<file path="config.mk">
export PLATFORM = sky130hd
export DESIGN_NAME = npb_scan
export DESIGN_NICKNAME = d
export VERILOG_FILES = /design/src/sv/npb_pkg.sv /design/src/sv/npb_scan.sv
export SDC_FILE = /design/constraint.sdc
export NUM_CORES = 1
export LEC_CHECK = 0
export ABC_AREA = 1
export BUFFER_PORTS_ARGS = -buffer_cell sky130_fd_sc_hd__buf_2
export CELL_PAD_IN_SITES_DETAIL_PLACEMENT = 1
export CELL_PAD_IN_SITES_GLOBAL_PLACEMENT = 2
export CORE_MARGIN = 2
export CORE_UTILIZATION = 28
export DETAILED_ROUTE_END_ITERATION = 16
export GPL_TIMING_DRIVEN = 0
export PLACE_DENSITY = 0.75
export SLEW_MARGIN = 10
export SYNTH_ARGS = -nofsm -noshare
export SYNTH_HDL_FRONTEND = slang
export SYNTH_SLANG_ARGS = --single-unit
</file>
<file path="constraint.sdc">
create_clock -name clk -period 6.2 [get_ports clk]
set_input_delay 0.93 -clock clk [delete_from_list [all_inputs] [get_ports clk]]
set_output_delay 0.93 -clock clk [all_outputs]
set_load 0.05 [all_outputs]
</file>
<file path="src/sv/npb_pkg.sv">
// Shared types, codes and helpers for the n-gram presence bitmap.
package npb_pkg;

  localparam int SYM_W      = 8;
  localparam int LEN_W      = 4;
  localparam int SPACE_W    = 21;
  localparam int OP_W       = 2;
  localparam int CFG_IDX_W  = 2;
  localparam int CFG_DATA_W = 21;

  localparam logic [SYM_W-1:0]   SYM_MAX_RST     = 8'd255;
  localparam logic [LEN_W-1:0]   NGRAM_LEN_RST   = 4'd2;
  localparam logic [SPACE_W-1:0] INDEX_SPACE_RST = 21'd65537;

  // Operation codes on the input side; the result kind reuses the same codes.
  typedef enum logic [OP_W-1:0] {
    OP_INSERT = 2'd0,
    OP_LOOKUP = 2'd1,
    OP_COUNT  = 2'd2
  } op_t;

  typedef enum logic [CFG_IDX_W-1:0] {
    REG_SYMBOL_MAX  = 2'd0,
    REG_NGRAM_LEN   = 2'd1,
    REG_INDEX_SPACE = 2'd2
  } reg_idx_t;

  typedef enum logic [1:0] {
    ST_IDLE,
    ST_ACCESS,
    ST_SCAN,
    ST_COUNT_OUT
  } state_t;

  typedef struct packed {
    logic complete;
    logic fault;
  } gram_status_t;

  // Set bits in one byte, folded in pairs, nibbles, then the byte.
  function automatic logic [3:0] byte_pop(input logic [7:0] v);
    logic [7:0] a;
    logic [7:0] b;
    a = (v & 8'h55) + ((v >> 1) & 8'h55);
    b = (a & 8'h33) + ((a >> 2) & 8'h33);
    byte_pop = 4'((b & 8'h0f) + ((b >> 4) & 8'h0f));
  endfunction

endpackage

</file>
<file path="src/sv/npb_scan.sv">
// Population count walk over the bitmap, one word read per cycle.
module npb_scan import npb_pkg::*; #(
  parameter int INDEX_BITS = 20,
  parameter int WORD_BITS  = 32
) (
  input  logic                  clk,
  input  logic                  rst,
  input  logic                  start,
  input  logic [INDEX_BITS-3:0] bytes,
  output logic                  rd_en,
  output logic [INDEX_BITS-$clog2(WORD_BITS)-1:0] rd_addr,
  input  logic [WORD_BITS-1:0]  rd_data,
  output logic                  done,
  output logic [INDEX_BITS:0]   set_count
);

  localparam int BPW     = WORD_BITS / 8;
  localparam int BPW_LOG = $clog2(BPW);
  localparam int ADDR_W  = INDEX_BITS - $clog2(WORD_BITS);
  localparam int BYTES_W = INDEX_BITS - 2;
  localparam int REM_W   = BPW_LOG + 1;
  localparam int CNT_W   = INDEX_BITS + 1;

  logic               active;
  logic [BYTES_W-1:0] base;
  logic               d_valid;
  logic [REM_W-1:0]   d_rem;
  logic [CNT_W-1:0]   total;

  logic [BYTES_W-1:0] rem;
  logic [REM_W-1:0]   rem_clip;
  logic [CNT_W-1:0]   word_sum;

  always_comb begin
    rd_en    = active && (base < bytes);
    rd_addr  = base[BPW_LOG +: ADDR_W];
    rem      = bytes - base;
    rem_clip = (rem >= BYTES_W'(BPW)) ? REM_W'(BPW) : rem[REM_W-1:0];
    done     = active && !rd_en && !d_valid;
    word_sum = '0;
    for (int j = 0; j < BPW; j++) begin
      if (REM_W'(j) < d_rem) begin
        word_sum = word_sum + CNT_W'(byte_pop(rd_data[8*j +: 8]));
      end
    end
    set_count = total;
  end

  always_ff @(posedge clk) begin
    if (rst) begin
      active  <= 1'b0;
      d_valid <= 1'b0;
    end else begin
      d_valid <= rd_en;
      if (start) begin
        active <= 1'b1;
      end else if (done) begin
        active <= 1'b0;
      end
    end
  end

  // Advance the byte cursor and hold the byte count of the word in flight.
  always_ff @(posedge clk) begin
    d_rem <= rem_clip;
    if (start) begin
      base  <= '0;
      total <= '0;
    end else begin
      if (rd_en) begin
        base <= base + BYTES_W'(BPW);
      end
      if (d_valid) begin
        total <= total + word_sum;
      end
    end
  end

endmodule

</file>
==> After elaboration in Yosys (flattened, before gate mapping) <==
Cells that the tools add are included.
{ "totals": {"word_cells": 41, "ff_bits": 44, "inputBits": 53, "output_inout_bits": 38} }
{ "op_classes": {"order_cmp": 6, "muxes": 6, "n_addsub": 18, "reduce_logical": 6} }
{ "ops": {"columns": ["operator", "n"], "rows": [
  ["$mux 21", 3],
  ["$add 21x4->21", 2],
  ["$add 7x7->8", 4],
  ["$add 6x6->7", 4],
  ["$add 21x21->21", 1],
  ["$add 18x3->18 const B", 1],
  ["$ge 18x3->1 const B", 1],
  ["$lt 18x18->1", 1],
  ["$sub 18x18->18", 1],
  ["$add 4x3->4", 3],
  ["$lt 1x3->1 const A", 2],
  ["$lt 2x3->1 const A", 2],
  ["$add 4x4->5", 1],
  ["$add 4x4->4", 1],
  ["$mux 4", 1],
  ["$logic_and 1x1->1", 3],
  ["$logic_not 1->1", 2],
  ["$mux 1", 2],
  ["$reduce_bool 2->1", 1]
]} }

==> Logic depth before layout (Yosys ltp) <==
{ "logic_depth": {"word_depth": 11, "mapped_depth": 36, "depth_no_buf": 36} }

==> Worst setup path before layout <==
Ideal clock, no wire load.
{ "synth_timing": {"path_type": "in2reg", "startpoint": "input port rd_data[4]", "endpoint": "register total[11], in the netlist set_count[11]", "n_path_buf": 0, "stages": 29, "path_slack_ns": -0.072, "arrival_time_ns": 6.154, "setup_time_ns": 0.118, "required_time_ns": 6.082, "cell_sequence": "ha_1 ha_1 fa_1 fa_1 inv_1 nor2_1 inv_1 fa_1 o21ai_1 inv_1 fa_1 xor2_1 o21ai_1 ha_1 a21oi_1 nand2_1 a21oi_1 nand3b_1 o21ai_0 ha_1 nand2_1 inv_1 nand3_1 o21ai_1 nand2_1 nor2_1 nand2_1 o21ai_1 a21oi_1"} }
{ "synth_via": {"elab_chain_len": 11} }
{ "synth_lines": {"columns": ["item", "line", "rtl"], "rows": [
  ["start, declared", "npb_scan.sv:12", "input logic [WORD_BITS-1:0] rd_data,"],
  ["$add 7x7->8 (*)", "npb_pkg.sv:44", "a = (v & 8'h55) + ((v >> 1) & 8'h55);"],
  ["$add 6x6->7 (*)", "npb_pkg.sv:45", "b = (a & 8'h33) + ((a >> 2) & 8'h33);"],
  ["$add 4x3->4 (*)", "npb_pkg.sv:46", "byte_pop = 4'((b & 8'h0f) + ((b >> 4) & 8'h0f));"],
  ["$mux 4 (*)", "npb_scan.sv:42", "if (REM_W'(j) < d_rem) begin"],
  ["$add 4x4->5", "npb_scan.sv:43", "word_sum = word_sum + CNT_W'(byte_pop(rd_data[8*j +: 8]));"],
  ["$mux 21 (*)", "npb_scan.sv:42", null],
  ["$add 21x4->21", "npb_scan.sv:43", null],
  ["$mux 21 (*)", "npb_scan.sv:42", null],
  ["$add 21x4->21", "npb_scan.sv:43", null],
  ["$mux 21 (*)", "npb_scan.sv:42", null],
  ["$add 21x21->21 (*)", "npb_scan.sv:74", "total <= total + word_sum;"],
  ["end signal, assigned", "npb_scan.sv:74", null],
  ["end, declared", "npb_scan.sv:28", "logic [CNT_W-1:0] total;"]
]} }
Every way passes the cells marked *; elsewhere a longest branch is shown, timed or not.
A chain may end at the register's enable or synchronous reset.

==> Worst setup path in the final report <==
{ "layout_timing": {"startpoint": "input port rd_data[5]", "endpoint": "register total[19], in the netlist set_count[19]"} }
The elaborated chain is that of the path after synthesis.

==> flow_metrics.env <==
export IMPL_r2r_end="set_count[19]"
export IMPL_timing_max_cap_violations=0
export IMPL_critPathLaunch="rd_data[5]"
export IMPL_post_synth_inst_count=714
export IMPL_min_period_over_period_pct=99.3
export IMPL_numPortBuffers=89
export IMPL_outcome="complete, no violations"
export IMPL_clock_sinks=42
export IMPL_worst_slew_pin_transition_ns=0.741
export IMPL_die_span_in_x_um=136
export IMPL_synthesis_yosys_warnings=0
export IMPL_antenna_found_initial=0
export IMPL_drt_vias_per_instance=4.65
export IMPL_grt_first_pass_wirelength_mm=24.6
export IMPL_seqPwrFrac_pct=8.3
export IMPL_setup_tns_ns=0
export IMPL_report_final_hold_viol_count=0
export IMPL_maximum_number_of_pins_on_one_net_before_global_route_repair=13
export IMPL_detail_route_first_pass_iterations=4
export IMPL_cts_reportedPaths_clkPinSlew_ns=0.06
export IMPL_data_required_critical_path_ns=6.38
export IMPL_power_per_cell_area_nw_per_um2=547
export IMPL_final_setup_viol_count=0
export IMPL_cell_internal_pwr_mw=1.89
export IMPL_numCtsBuffers=5
export IMPL_floorplan_die_area_um2=18400
export IMPL_sw_frac_of_total_pct=45.8
export IMPL_timing_setup_critical_path_class="input port to register"
export IMPL_detailroute_via_count=4920
export IMPL_timing_critical_path_from_type="input port"
export IMPL_core_rowCount=48
export IMPL_worstSetupEndpointType="register"
export IMPL_cts_root_buf="clkbuf_16"
export IMPL_fin_skew_ns=0.00721
export IMPL_rsz0062_at_grt="yes"
export IMPL_slowest_stage="fa_1"
export IMPL_worstPathArrival_ns=6.34
export IMPL_netlist_cell_type_count=39
export IMPL_critical_path_max_stage_delay_ns=0.56
export IMPL_core_region_area_um2=17100
export IMPL_power_frac_comb_pct=83.8
export IMPL_gp_congestion=0.818
export IMPL_post_drt_wl_per_cell_um=14.6
export IMPL_multi_input_gate_area_in_the_final_layout_um2=3920
export IMPL_grt_pass1_vias=5152
export IMPL_pwr_share_clk_pct=7.9
export IMPL_n_antenna_cell=0
export IMPL_dpl_worst_slack_ns=-0.875
export IMPL_die_h_um=136
export IMPL_initial_utilization_pct=28.4
export IMPL_holdBufCountCts=0
export IMPL_grt_overflow_total=0
export IMPL_worst_ir_drop_vdd_mv=0.386
export IMPL_dpl_hpwl_mm=12.3
export IMPL_drive_above_1_share_pct=28.1
export IMPL_cp_endpoint="set_count[19]"
export IMPL_syn_mean_instance_area_um2=6.81
export IMPL_clock_fmax_ghz=0.162
export IMPL_synth_seq_cells=42
export IMPL_area_delta_synth_final_pct=31.2
export IMPL_globalRouteTotalUtil_pct=16.6
export IMPL_final_period_minus_worst_setup_slack_ns=6.16
export IMPL_drt_antenna_violating_nets=0
export IMPL_final_max_slew_violation_count=0
export IMPL_synth_seq_area_share_pct=17.3
export IMPL_drc=0
export IMPL_worst_skew_pair_later_pin_latency_ns=0.29
export IMPL_finish_utilization_pct=37.3
export IMPL_r2r_start="d_rem[2]"
export IMPL_holdCritPathClass="register to register"
export IMPL_htreeDepth=2
export IMPL_sequential_cell_area_um2=841
export IMPL_timing_critical_path_mode_cell="ha_4"
export IMPL_cts_tree="built"
export IMPL_r2r_slack_ns=0.99
export IMPL_mostFrequentLayoutCell="nand2_1"
export IMPL_clockBufferDepth=2
export IMPL_r2r_cells=28
export IMPL_wirelength_mm=15.4
export IMPL_layout_setup_ws_ns=0.0439
export IMPL_fillers=2184
export IMPL_design_portCount=91
export IMPL_netSwitchingPower_mw=1.60
export IMPL_worst_slew_margin_rel_pct=50.6
export IMPL_syn_nets=856
export IMPL_layout_common_cells="nand2_1 (159), inv_1 (89), buf_2 (83), nor2_1 (65), ha_1 (53)"
export IMPL_p_leak_nw=3.08
export IMPL_synth_cell_area_um2=4860
export IMPL_layout_nets=974
export IMPL_initialDrtViolationCount=138
export IMPL_crit_path_max_fanout=5
-- state kept, by name, summed over array words and instances (netlist names) --
signal / count
set_count: 21
d_valid: 1
base: 16
d_rem: 3
active: 1
-- routing by layer --
layer / track usage, % / vias up / wire length, um
met5: 0 / - / 0
met4: 2.08 / 0 / 96
met3: 1.91 / 8 / 396
met2: 31.3 / 59 / 7870
met1: 20.6 / 2318 / 7060
li1: - / 2535 / -
-- synthesized netlist by cell type (all sizes together) --
cell type | count | area, um2
a31oi | 2 | 12.5
nand4 | 6 | 37.5
clkbuf | 5 | 18.8
nand3 | 55 | 293
nor4 | 2 | 12.5
nand2 | 183 | 729
buf | 17 | 140
or2 | 2 | 12.5
o21bai | 1 | 7.51
dfxtp | 42 | 841
fa | 17 | 340
a21boi | 1 | 7.51
xnor2 | 9 | 78.8
inv | 99 | 374
a211oi | 1 | 7.51
and2 | 1 | 6.26
ha | 72 | 901
nor2 | 74 | 293
clkinv | 1 | 3.75
o21ai | 33 | 165
a21o | 3 | 22.5
nor3 | 11 | 55.1
and3 | 1 | 6.26
a21oi | 52 | 294
o21a | 1 | 7.51
xor2 | 18 | 158
a2bb2oi | 1 | 8.76
nand3b | 4 | 30.0
-- cell families (layout without fill, tap and decap cells) --
| family | after synthesis | count (layout) | share of synthesized area (%) |
|---|---|---|---|
| and+or+nand+nor | 339 | 339 | 30.3 |
| buffers and inverters | 122 | 241 | 11.0 |
| AOI/OAI and AO/OA | 95 | 95 | 11.0 |
| adders and majority gates | 89 | 89 | 25.5 |
| DFF | 42 | 42 | 17.3 |
| xor gates and xnor gates | 27 | 27 | 4.86 |
-- power groups by stage --
stage,Clock [mW],Sequential [mW],Combinational [mW]
final,0.276,0.289,2.92
after detailed placement,0,0.295,1.83
after global placement,0,0.294,1.76
after global routing,0.294,0.291,3.19
after CTS,0.286,0.289,2.25
after floorplan,0,0.315,1.43
-- how the worst min path moves through the flow --
stage | from | endpoint | slack (ns) | cells after the start
global placement | base[17] | base[17] | 0.47 | 2
global route | base[17] | base[17] | 0.51 | 2
CTS | base[17] | base[17] | 0.49 | 2
finish | base[17] | base[17] | 0.49 | 2
floorplan | base[17] | base[17] | 0.46 | 2
detailed placement | base[17] | base[17] | 0.48 | 2
-- worst max-delay path: cells and delay by family --
kind            cells  cell delay [ns]
buf+inv             5             0.42
fa+ha+maj           8             2.59
xor+xnor            3             0.58
simple gates        8             0.96
compound gates      5             0.83
-- area by class of cell --
class	count	area share, %
multi-input combinational	550	61.5
sequential	42	13.2
timing repair buffer	111	10.2
inverter	100	5.92
tap	225	4.41
buffer	22	2.49
clock buffer	7	2.24
clock inverter	1	0.0784
-- per-stage QoR --
step / instances / instance area (um2) / power [mW] / hold slack (ns)
floorplan: 714 / 4890 / 1.75 / 0.456
global placement: 1028 / 5620 / 2.05 / 0.468
detailed placement: 1028 / 5620 / 2.12 / 0.478
CTS: 1052 / 5960 / 2.83 / 0.488
global route: 1058 / 6380 / 3.77 / 0.514
finish: 1058 / 6380 / 3.49 / 0.489
-- timing repair --
item	4_1_cts	5_1_grt
pin swaps	26	51
buffers inserted	16	6
setup endpoints to repair	15	16
gates cloned	0	0
resized for setup	18	66
Note: power is estimated with default switching activity, not from simulation.
