--- src/sv/npb_pkg.sv ---
// Shared types, codes and helpers for the n-gram presence bitmap.
package npb_pkg;

  localparam int SYM_W      = 8;
  localparam int LEN_W      = 4;
  localparam int SPACE_W    = 21;
  localparam int OP_W       = 2;
  localparam int CFG_IDX_W  = 2;
  localparam int CFG_DATA_W = 21;

  localparam logic [SYM_W-1:0]   SYM_MAX_RST     = 8'd255;
  localparam logic [LEN_W-1:0]   NGRAM_LEN_RST   = 4'd2;
  localparam logic [SPACE_W-1:0] INDEX_SPACE_RST = 21'd65537;

  // Operation codes on the input side; the result kind reuses the same codes.
  typedef enum logic [OP_W-1:0] {
    OP_INSERT = 2'd0,
    OP_LOOKUP = 2'd1,
    OP_COUNT  = 2'd2
  } op_t;

  typedef enum logic [CFG_IDX_W-1:0] {
    REG_SYMBOL_MAX  = 2'd0,
    REG_NGRAM_LEN   = 2'd1,
    REG_INDEX_SPACE = 2'd2
  } reg_idx_t;

  typedef enum logic [1:0] {
    ST_IDLE,
    ST_ACCESS,
    ST_SCAN,
    ST_COUNT_OUT
  } state_t;

  typedef struct packed {
    logic complete;
    logic fault;
  } gram_status_t;

  // Set bits in one byte, folded in pairs, nibbles, then the byte.
  function automatic logic [3:0] byte_pop(input logic [7:0] v);
    logic [7:0] a;
    logic [7:0] b;
    a = (v & 8'h55) + ((v >> 1) & 8'h55);
    b = (a & 8'h33) + ((a >> 2) & 8'h33);
    byte_pop = 4'((b & 8'h0f) + ((b >> 4) & 8'h0f));
  endfunction

endpackage

--- src/sv/npb_gram.sv ---
// Mixed-radix index folding with range checks for the n-gram in progress.
module npb_gram import npb_pkg::*; #(
  parameter int INDEX_BITS = 20
) (
  input  logic                  clk,
  input  logic                  rst,
  input  logic                  clear,
  input  logic                  step,
  input  logic [SYM_W-1:0]      symbol,
  input  logic [SYM_W-1:0]      symbol_max,
  input  logic [LEN_W-1:0]      ngram_len,
  input  logic [SPACE_W-1:0]    index_space,
  output gram_status_t          status,
  output logic [INDEX_BITS-1:0] index
);

  localparam int PROD_W = INDEX_BITS + SYM_W + 1;
  localparam int LIM_W  = INDEX_BITS + 1;
  localparam logic [31:0] MAP_SIZE = 32'd1 << INDEX_BITS;

  logic [INDEX_BITS-1:0] acc;
  logic [LEN_W-1:0]      seen;
  logic                  fault;

  logic [SYM_W:0]        radix;
  logic [PROD_W-1:0]     prod;
  logic [LIM_W-1:0]      limit;
  logic                  sym_bad;
  logic                  idx_bad;
  logic                  fault_next;
  logic [INDEX_BITS-1:0] acc_next;
  logic [LEN_W-1:0]      need;
  logic [LEN_W-1:0]      seen_next;

  always_comb begin
    radix = {1'b0, symbol_max} + (SYM_W + 1)'(1);
    prod  = PROD_W'(acc) * PROD_W'(radix) + PROD_W'(symbol);
    if (32'(index_space) < MAP_SIZE) begin
      limit = LIM_W'(index_space);
    end else begin
      limit = LIM_W'(MAP_SIZE);
    end
    sym_bad    = symbol > symbol_max;
    idx_bad    = prod >= PROD_W'(limit);
    fault_next = fault | sym_bad | idx_bad;
    acc_next   = fault_next ? acc : INDEX_BITS'(prod);
    need       = (ngram_len == '0) ? LEN_W'(1) : ngram_len;
    seen_next  = seen + LEN_W'(1);
    status.complete = seen_next >= need;
    status.fault    = fault_next;
    index           = acc_next;
  end

  // Drop the n-gram on completion or on a register write.
  always_ff @(posedge clk) begin
    if (rst || clear) begin
      acc   <= '0;
      seen  <= '0;
      fault <= 1'b0;
    end else if (step) begin
      if (status.complete) begin
        acc   <= '0;
        seen  <= '0;
        fault <= 1'b0;
      end else begin
        acc   <= acc_next;
        seen  <= seen_next;
        fault <= fault_next;
      end
    end
  end

endmodule

--- config.mk ---
export PLATFORM = sky130hd
export DESIGN_NAME = npb_gram
export DESIGN_NICKNAME = d
export VERILOG_FILES = /design/src/sv/npb_pkg.sv /design/src/sv/npb_gram.sv
export SDC_FILE = /design/constraint.sdc
export NUM_CORES = 1
export LEC_CHECK = 0
export ABC_AREA = 1
export BUFFER_PORTS_ARGS = -buffer_cell sky130_fd_sc_hd__buf_2
export CORE_MARGIN = 1
export CORE_UTILIZATION = 60
export DETAILED_ROUTE_END_ITERATION = 12
export HOLD_SLACK_MARGIN = 0.05
export PLACE_DENSITY = 0.8
export SYNTH_ARGS = -nofsm -noshare
export SYNTH_HDL_FRONTEND = slang
export SYNTH_SLANG_ARGS = --single-unit
export TNS_END_PERCENT = 20
--- constraint.sdc ---
create_clock -name clk -period 17.6 [get_ports clk]
set_clock_uncertainty 0.1 [all_clocks]
set_input_delay 0.88 -clock clk [delete_from_list [all_inputs] [get_ports clk]]
set_output_delay 0.88 -clock clk [all_outputs]
set_load 0.01 [all_outputs]
# Yosys cells after proc, flatten, opt, wreduce, memory -nomap -nowiden
# Index checks and enable logic that the tools add are counted.
# totals
reg_bits,25
input_bits,45
out_inout_bits,22
# classes
n_addsub,3
mul,1
n_lt_le_gt_ge,4
mux,6
n_bitwise,2
n_reduce_logical,2
# ops
op,count
$mux W20,2
$add A29 B8 Y29,1
$ge A29 B21 Y1,1
$mul A20 B9 Y29,1
$lt A21 B21 Y1 const B,1
$mux W21,1
$add A8 B1 Y9 const B,1
$gt A8 B8 Y1,1
$mux W4,2
$add A4 B1 Y4 const B,1
$ge A4 B4 Y1,1
$logic_not A4 Y1,1
$or A1 B1 Y1,2
$logic_or A1 B1 Y1,1
$mux W1,1

# Longest topological paths before layout
# Gate-level depths: netlist of the first run.
# logic_depth
depth_word,7
mapped_depth,48
mapped_depth_nobuf,46

# Worst setup path after synthesis of the first run
# No wires, ideal clock.
# synth_timing
path_type,input-to-output
start,input port symbol_max[0]
end,output port index[0]
arrival_time_ps,7461
required_time_ps,16620
setup_slack_ps,9159
path_stages,45
n_path_buf,2
path_cell_list,clkinv_1 nor3_1 nand2_1 nor3_1 inv_1 nand2_1 clkbuf_1 nor2_1 fa_1 fa_1 inv_1 fa_1 inv_1 fa_1 inv_1 fa_1 inv_1 ha_1 (+9 left out) inv_1 ha_1 nand2_1 inv_1 nand2_1 nand2_1 nand2_1 nand2_1 nand2_1 nand2_1 nor2_1 nand2_1 nor2_1 nand2_1 nor2_2 buf_2 nand3_1 and2_1
# synth_via
elab_chain_len,6
word_cells_on_any_way,8
cone_classes,add/sub (2); mul (1); order compare (2); mux (1); bitwise (2)
# synth_lines
element,line,text
from (decl),npb_gram.sv:10,"input logic [SYM_W-1:0] symbol_max,"
$add A8 B1 Y9,npb_gram.sv:36,"radix = {1'b0, symbol_max} + (SYM_W + 1)'(1);"
$mul A20 B9 Y29,npb_gram.sv:37,prod = PROD_W'(acc) * PROD_W'(radix) + PROD_W'(symbol);
$add A29 B8 Y29,npb_gram.sv:37,
$ge A29 B21 Y1,npb_gram.sv:44,idx_bad = prod >= PROD_W'(limit);
$or A1 B1 Y1,npb_gram.sv:45,fault_next = fault | sym_bad | idx_bad;
$mux W20 (*),npb_gram.sv:46,acc_next = fault_next ? acc : INDEX_BITS'(prod);
to (decl),npb_gram.sv:14,output logic [INDEX_BITS-1:0] index
# Mark *: on every way between the ends. The rest lies on a longest branch, timed or not.

# Worst setup path in the final report of the first run
# layout_timing
start,input port symbol_max[0]
end,output port index[19]
# The elaborated chain is that of the path after synthesis.

==> results of run 1 <==
==> power by group through the flow <==
| stage | Combinational (W) | Clock, W | Sequential, W |
|---|---|---|---|
| finish | 0.00139 | 0.0000560 | 0.0000979 |
| floorplan | 0.000977 | 0 | 0.0000806 |
| CTS | 0.00139 | 0.0000562 | 0.0000963 |
| global placement | 0.00134 | 0 | 0.0000976 |
| global route | 0.00157 | 0.0000578 | 0.0000997 |
| detailed placement | 0.00138 | 0 | 0.0000973 |
==> worst paths after layout <==
path                                             to           startpoint  slack [ns]
worst min register to register   fault$_SDFFE_PP0P_   fault$_SDFFE_PP0P_        0.41
worst min-delay path             fault$_SDFFE_PP0P_   fault$_SDFFE_PP0P_        0.41
worst max register to register  acc[4]$_SDFFE_PP0P_  acc[1]$_SDFFE_PP0P_        9.99
worst max-delay path                      index[19]        symbol_max[0]        6.72
==> cells by family (layout without fill, tap and decap cells) <==
| kind of cell | count (synthesis) | in the layout | share of synthesized area, % |
|---|---|---|---|
| simple gates | 624 | 624 | 28.9 |
| xor+xnor | 23 | 23 | 2.27 |
| buf+inv | 308 | 350 | 13.3 |
| fa+ha+maj | 242 | 242 | 45.3 |
| compound gates | 73 | 73 | 4.60 |
| flops | 25 | 25 | 5.65 |
==> final cells by class <==
| type | count | area, µm² |
|---|---|---|
| tap | 184 | 230 |
| timing repair buffer | 69 | 353 |
| multi-input combinational | 962 | 7180 |
| clock buffer | 3 | 75.1 |
| clock inverter | 1 | 7.51 |
| fill | 1367 | 5090 |
| sequential | 25 | 500 |
| inverter | 277 | 1040 |
==> metrics by stage <==
step	area [µm²]	std cells	hold WS (ns)	total power (W)	utilization, %
floorplan	8860	1295	0.345	0.00106	-
global placement	9300	1517	0.403	0.00144	64.2
detailed placement	9300	1517	0.407	0.00147	64.2
CTS	9390	1521	0.419	0.00154	64.8
global route	9390	1521	0.431	0.00173	64.8
finish	9390	1521	0.414	0.00154	64.8
==> critical path, delay by kind of cell <==
| kind | cells | cell delay (ns) |
|---|---|---|
| adder cells (fa/ha/maj) | 7 | 3.06 |
| AND/OR/NAND/NOR | 16 | 3.95 |
| AO/OA/AOI/OAI | 3 | 0.37 |
| XOR/XNOR | 1 | 0.17 |
| buffers and inverters | 8 | 1.45 |
==> sequential cells by signal, indices dropped and copies added, names as in the netlist <==
name	flops
acc	20
seen	4
fault	1
==> cell usage in the layout, fill, tap and decap left out, types with 10 or more instances in the layout <==
cell,count
nand2_1,363
inv_1,272
nor2_1,138
fa_1,131
ha_1,111
nand3_1,68
buf_2,66
a21oi_1,49
dfxtp_1,25
and2_1,21
xor2_1,13
xnor2_1,10
==> routing by layer <==
metal	global-route usage, %	up-vias
li1	-	3970
met1	43.1	3809
met2	54.7	375
met3	5.35	73
met4	15.7	0
met5	0	-
==> reports/metrics.cfg, run 1 <==
[detailed_routing]
avgViaCountPerCell=5.41
wire_per_inst_um=15.8
firstDrtPassIters=6
highest_layer=met4
drc_errors=0
antenna_left=0
wirelength_um=24000
drt-met1-wl_um=9590
num_vias=8227
routed-wl-met2_um=11000
wl_met3_um=2070
drtIter0Drc=587

[outcome]
status=completed

[synth]
synth.most_common_cell=nand2_1
ys_ff_latch=25
ys_types=34
yosysWarnings=0
synth_area_per_cell_um2=6.84
yosysTopAreaCell=fa_1
syn_inst=1295
synthTopCellsByCount=nand2_1 (363), inv_1 (272), nor2_1 (138), fa_1 (131), ha_1 (111)
synth_area_mm2=0.00886
yosys-top-cells-area=fa_1 (30%), ha_1 (16%), nand2_1 (15%)
yosysSeqAreaShare_pct=5.65
synth-edff-count=0
netlist.area_leader.share_pct=29.6
async_reset_ff_share_pct=0
syn_nets=1582
ys.flop_type=dfxtp_1

[power]
power_density_mw_per_mm2=165
p_clk_share_pct=3.6
power.internal_w=0.000602
peakVddDrop_v=0.000122
p_switching_w=0.000942
pwr-share-comb_pct=90.0
p_leak_nw=5.57
switching_share_pct=61.0
seqPwrFrac_pct=6.3

[grt]
grt_usage_pct=33.4
grt_pass1_wl_um=38600
grt_pass1_vias=7955
grt-ovfl-total=0
grt_max_degree=28
antenna_found_initial=0

[finish]
n_antenna_cell=0
nets=1625
areaGrowthSynthToFinish_pct=5.93
layout-drive-gt1-share_pct=7.18

[clocking]
cts_resized=0
cts_sinks=25
clk_pin_slew_worst_paths_ns=0.08
clk_latency_ns=0.27
cts.htree.levels=1
cts_hold_buf=0
numCtsBuffers=3
cts_root_buf=clkbuf_16
cts_tree=built
post_cts_buffers=0
cts_buffer_depth=2

[setup_path]
worstSetupEndpointType=output port
cp_common_cell=nand2_1
critPathKind=in -> out
cp_slowest_cell=nor2_2
cp.arrival_ns=9.90
r2r_cells=30
start_kind=input pin
cp_max_fo=22
worstPathRequired_ns=16.62
cp_slowest_stage_delay_ns=0.74

[floorplan]
row_count=44
initial_core_util_pct=61.2
fp.dieH_um=124
die_x_um=124
core_mm2=0.0145
io_pins=67
die_area_mm2=0.0153

[timing]
min_period_ns=10.88
worst_pin_slew_ns=0.931
finalHoldViolCount=0
finalCritPeriodShare_pct=61.8
slew-limit-headroom_pct=37.9
slew_violations=0
setup_ws_ns=6.72
fmax_ghz=0.0919
setup-tns-final_ns=0
setup_violations=0
rsz0062_at_grt=no

[placed_design]
port_buffers=66
place.gp.congestion=0.994
dp_hpwl_um=20400
place_ws_ns=6.95

[flow_run]
cap_violations=0

[hold_path]
hold_path.class=reg -> reg
whs_path_depth=2

Power figures use the tool's default switching activity.
==> inputs of run 2 (changes only) <==
- CORE_UTILIZATION: 60 -> 58
- clock period: 17.6 -> 9.2 ns (I/O delays scaled with it)
==> reports/metrics.cfg, run 2 (synthesis results as in run 1) <==
[power]
power.internal_w=0.00116
p_leak_nw=5.61
p_clk_share_pct=3.4
p_switching_w=0.00179
pwr-share-comb_pct=90.4
peakVddDrop_v=0.000187
seqPwrFrac_pct=6.2
switching_share_pct=60.6
fin_total_pwr_w=0.00295
power_density_mw_per_mm2=312

[grt]
grt_usage_pct=31.8
grt_pass1_vias=8068
grt_pass1_wl_um=39600
grt_max_degree=28
antenna_found_initial=0
grt-ovfl-total=0

[placed_design]
dp_hpwl_um=20700
port_buffers=66
place.gp.congestion=0.985
place_ws_ns=0.419

[finish]
nets=1633
post-route-util_pct=64.3
regMostFlops=acc
fillers=1341
largest_reg_flops=20
layout_commonest_cell=nand2_1
seq_area_um2=500
n_antenna_cell=0
areaGrowthSynthToFinish_pct=6.71
multi_input_area_mm2=0.00719
layout-drive-gt1-share_pct=7.73
final_cell_mix=nand2_1 (362), inv_1 (272), nor2_1 (138)
top_regs=acc (20), seen (4), fault (1)

[setup_path]
start_kind=input pin
critPathKind=in -> out
r2r_start=acc[5]$_SDFFE_PP0P_
regToRegEndpoint=acc[14]$_SDFFE_PP0P_
cp_common_cell=nand2_1
worstSetupEndpointType=output port
crit_family=adder cells
cp_slowest_stage_delay_ns=0.55
cp_max_fo=16
path_depth=32
r2r_cells=27
path_buf_inv=7
worst-r2r-setup-slack_ns=2.13
cp.arrival_ns=7.94
worstPathRequired_ns=8.64
cp_slowest_cell=fa_1

[clocking]
clk_pin_slew_worst_paths_ns=0.07
cts_hold_buf=0
cts_sinks=25
cts_tree=built
cts_buffer_depth=2
numCtsBuffers=3
clk_latency_ns=0.27
cts.htree.levels=1
post_cts_buffers=0
cts_root_buf=clkbuf_16

[detailed_routing]
avgViaCountPerCell=5.38
drc_errors=9
antenna_left=0
num_vias=8219
drtIter0Drc=695
firstDrtPassIters=10
wirelength_um=23800
wire_per_inst_um=15.6

[timing]
finalHoldViolCount=0
slew-limit-headroom_pct=41.9
finalCritPeriodShare_pct=92.4
setup_violations=0
slew_violations=0
setup-tns-final_ns=0
fmax_ghz=0.118
rsz0062_at_grt=no
worst_pin_slew_ns=0.866
min_period_ns=8.50
setup_ws_ns=0.701

[flow_run]
cap_violations=0

[hold_path]
whs_path_depth=2
worstHoldEndpoint=acc[9]$_SDFFE_PP0P_
hp-start=acc[9]$_SDFFE_PP0P_
hold_path.class=reg -> reg

[floorplan]
io_pins=67
initial_core_util_pct=60.3
fp.dieH_um=126
row_count=44
core_mm2=0.0147
die_area_mm2=0.0158
die_x_um=126

[outcome]
status=complete, but fails checks
violations=DRC

-- run 2: changes by cell type in the layout (fill, tap and decap cells not counted), sizes merged --
| cell | change |
|---|---|
| clkinvlp | -1 |
| clkbuf | +1 |
| buf | +8 |
-- run 2: per-stage QoR --
step	instance area, µm²	cells	hold WS, ns
2_1_floorplan	8860	1295	0.345
3_5_place_dp	9360	1525	0.414
6_report	9450	1529	0.425
3_3_place_gp	9360	1525	0.409
4_1_cts	9440	1529	0.420
5_1_grt	9450	1529	0.438
-- run 2: power by group through the flow --
stage	clock network, W	registers, W	logic, W
CTS	0.000102	0.000181	0.00265
detailed placement	0	0.000184	0.00263
floorplan	0	0.000154	0.00187
global route	0.000106	0.000187	0.00299
global placement	0	0.000184	0.00259
finish	0.000100	0.000184	0.00266
-- run 2: worst max path at each step --
stage,end,slack [ns],start
after floorplan,index[0],1.60,symbol_max[0]
after global placement,index[19],0.65,symbol_max[0]
after detailed placement,index[19],0.42,symbol_max[0]
after CTS,index[15],0.39,symbol_max[0]
after global routing,index[15],0.007,symbol_max[0]
final,index[15],0.70,symbol_max[0]
-- run 2: worst reg2reg max path: cells and delay by family, from the launching register on --
kind	cells	cell delay [ns]
fa+ha+maj	7	3.09
simple gates	9	1.60
compound gates	4	0.96
buf+inv	6	0.50
flops	1	0.48
xor+xnor	1	0.28
-- run 2: layer usage --
layer	vias up	GRT usage, %	share of wire (%)	wire, µm
li1	3987	-	-	-
met1	3780	40.7	40	9500
met2	373	53.1	46	11100
met3	79	4.11	8.0	1900
met4	0	15.9	5.8	1380
met5	-	0	0	0
-- run 2: repair_timing --
item / in CTS / in global routing
hold endpoints to repair: 0 / 0
gates resized for setup: 0 / 3
setup endpoints to repair: 0 / 21
-- run 2: area by class of cell --
cell class	count	area share, %
well taps	184	2.44
flip-flops and latches	25	5.29
clock buffers	4	0.834
inverters	277	11.0
multi-input cells	962	76.1
repair buffers	77	4.37
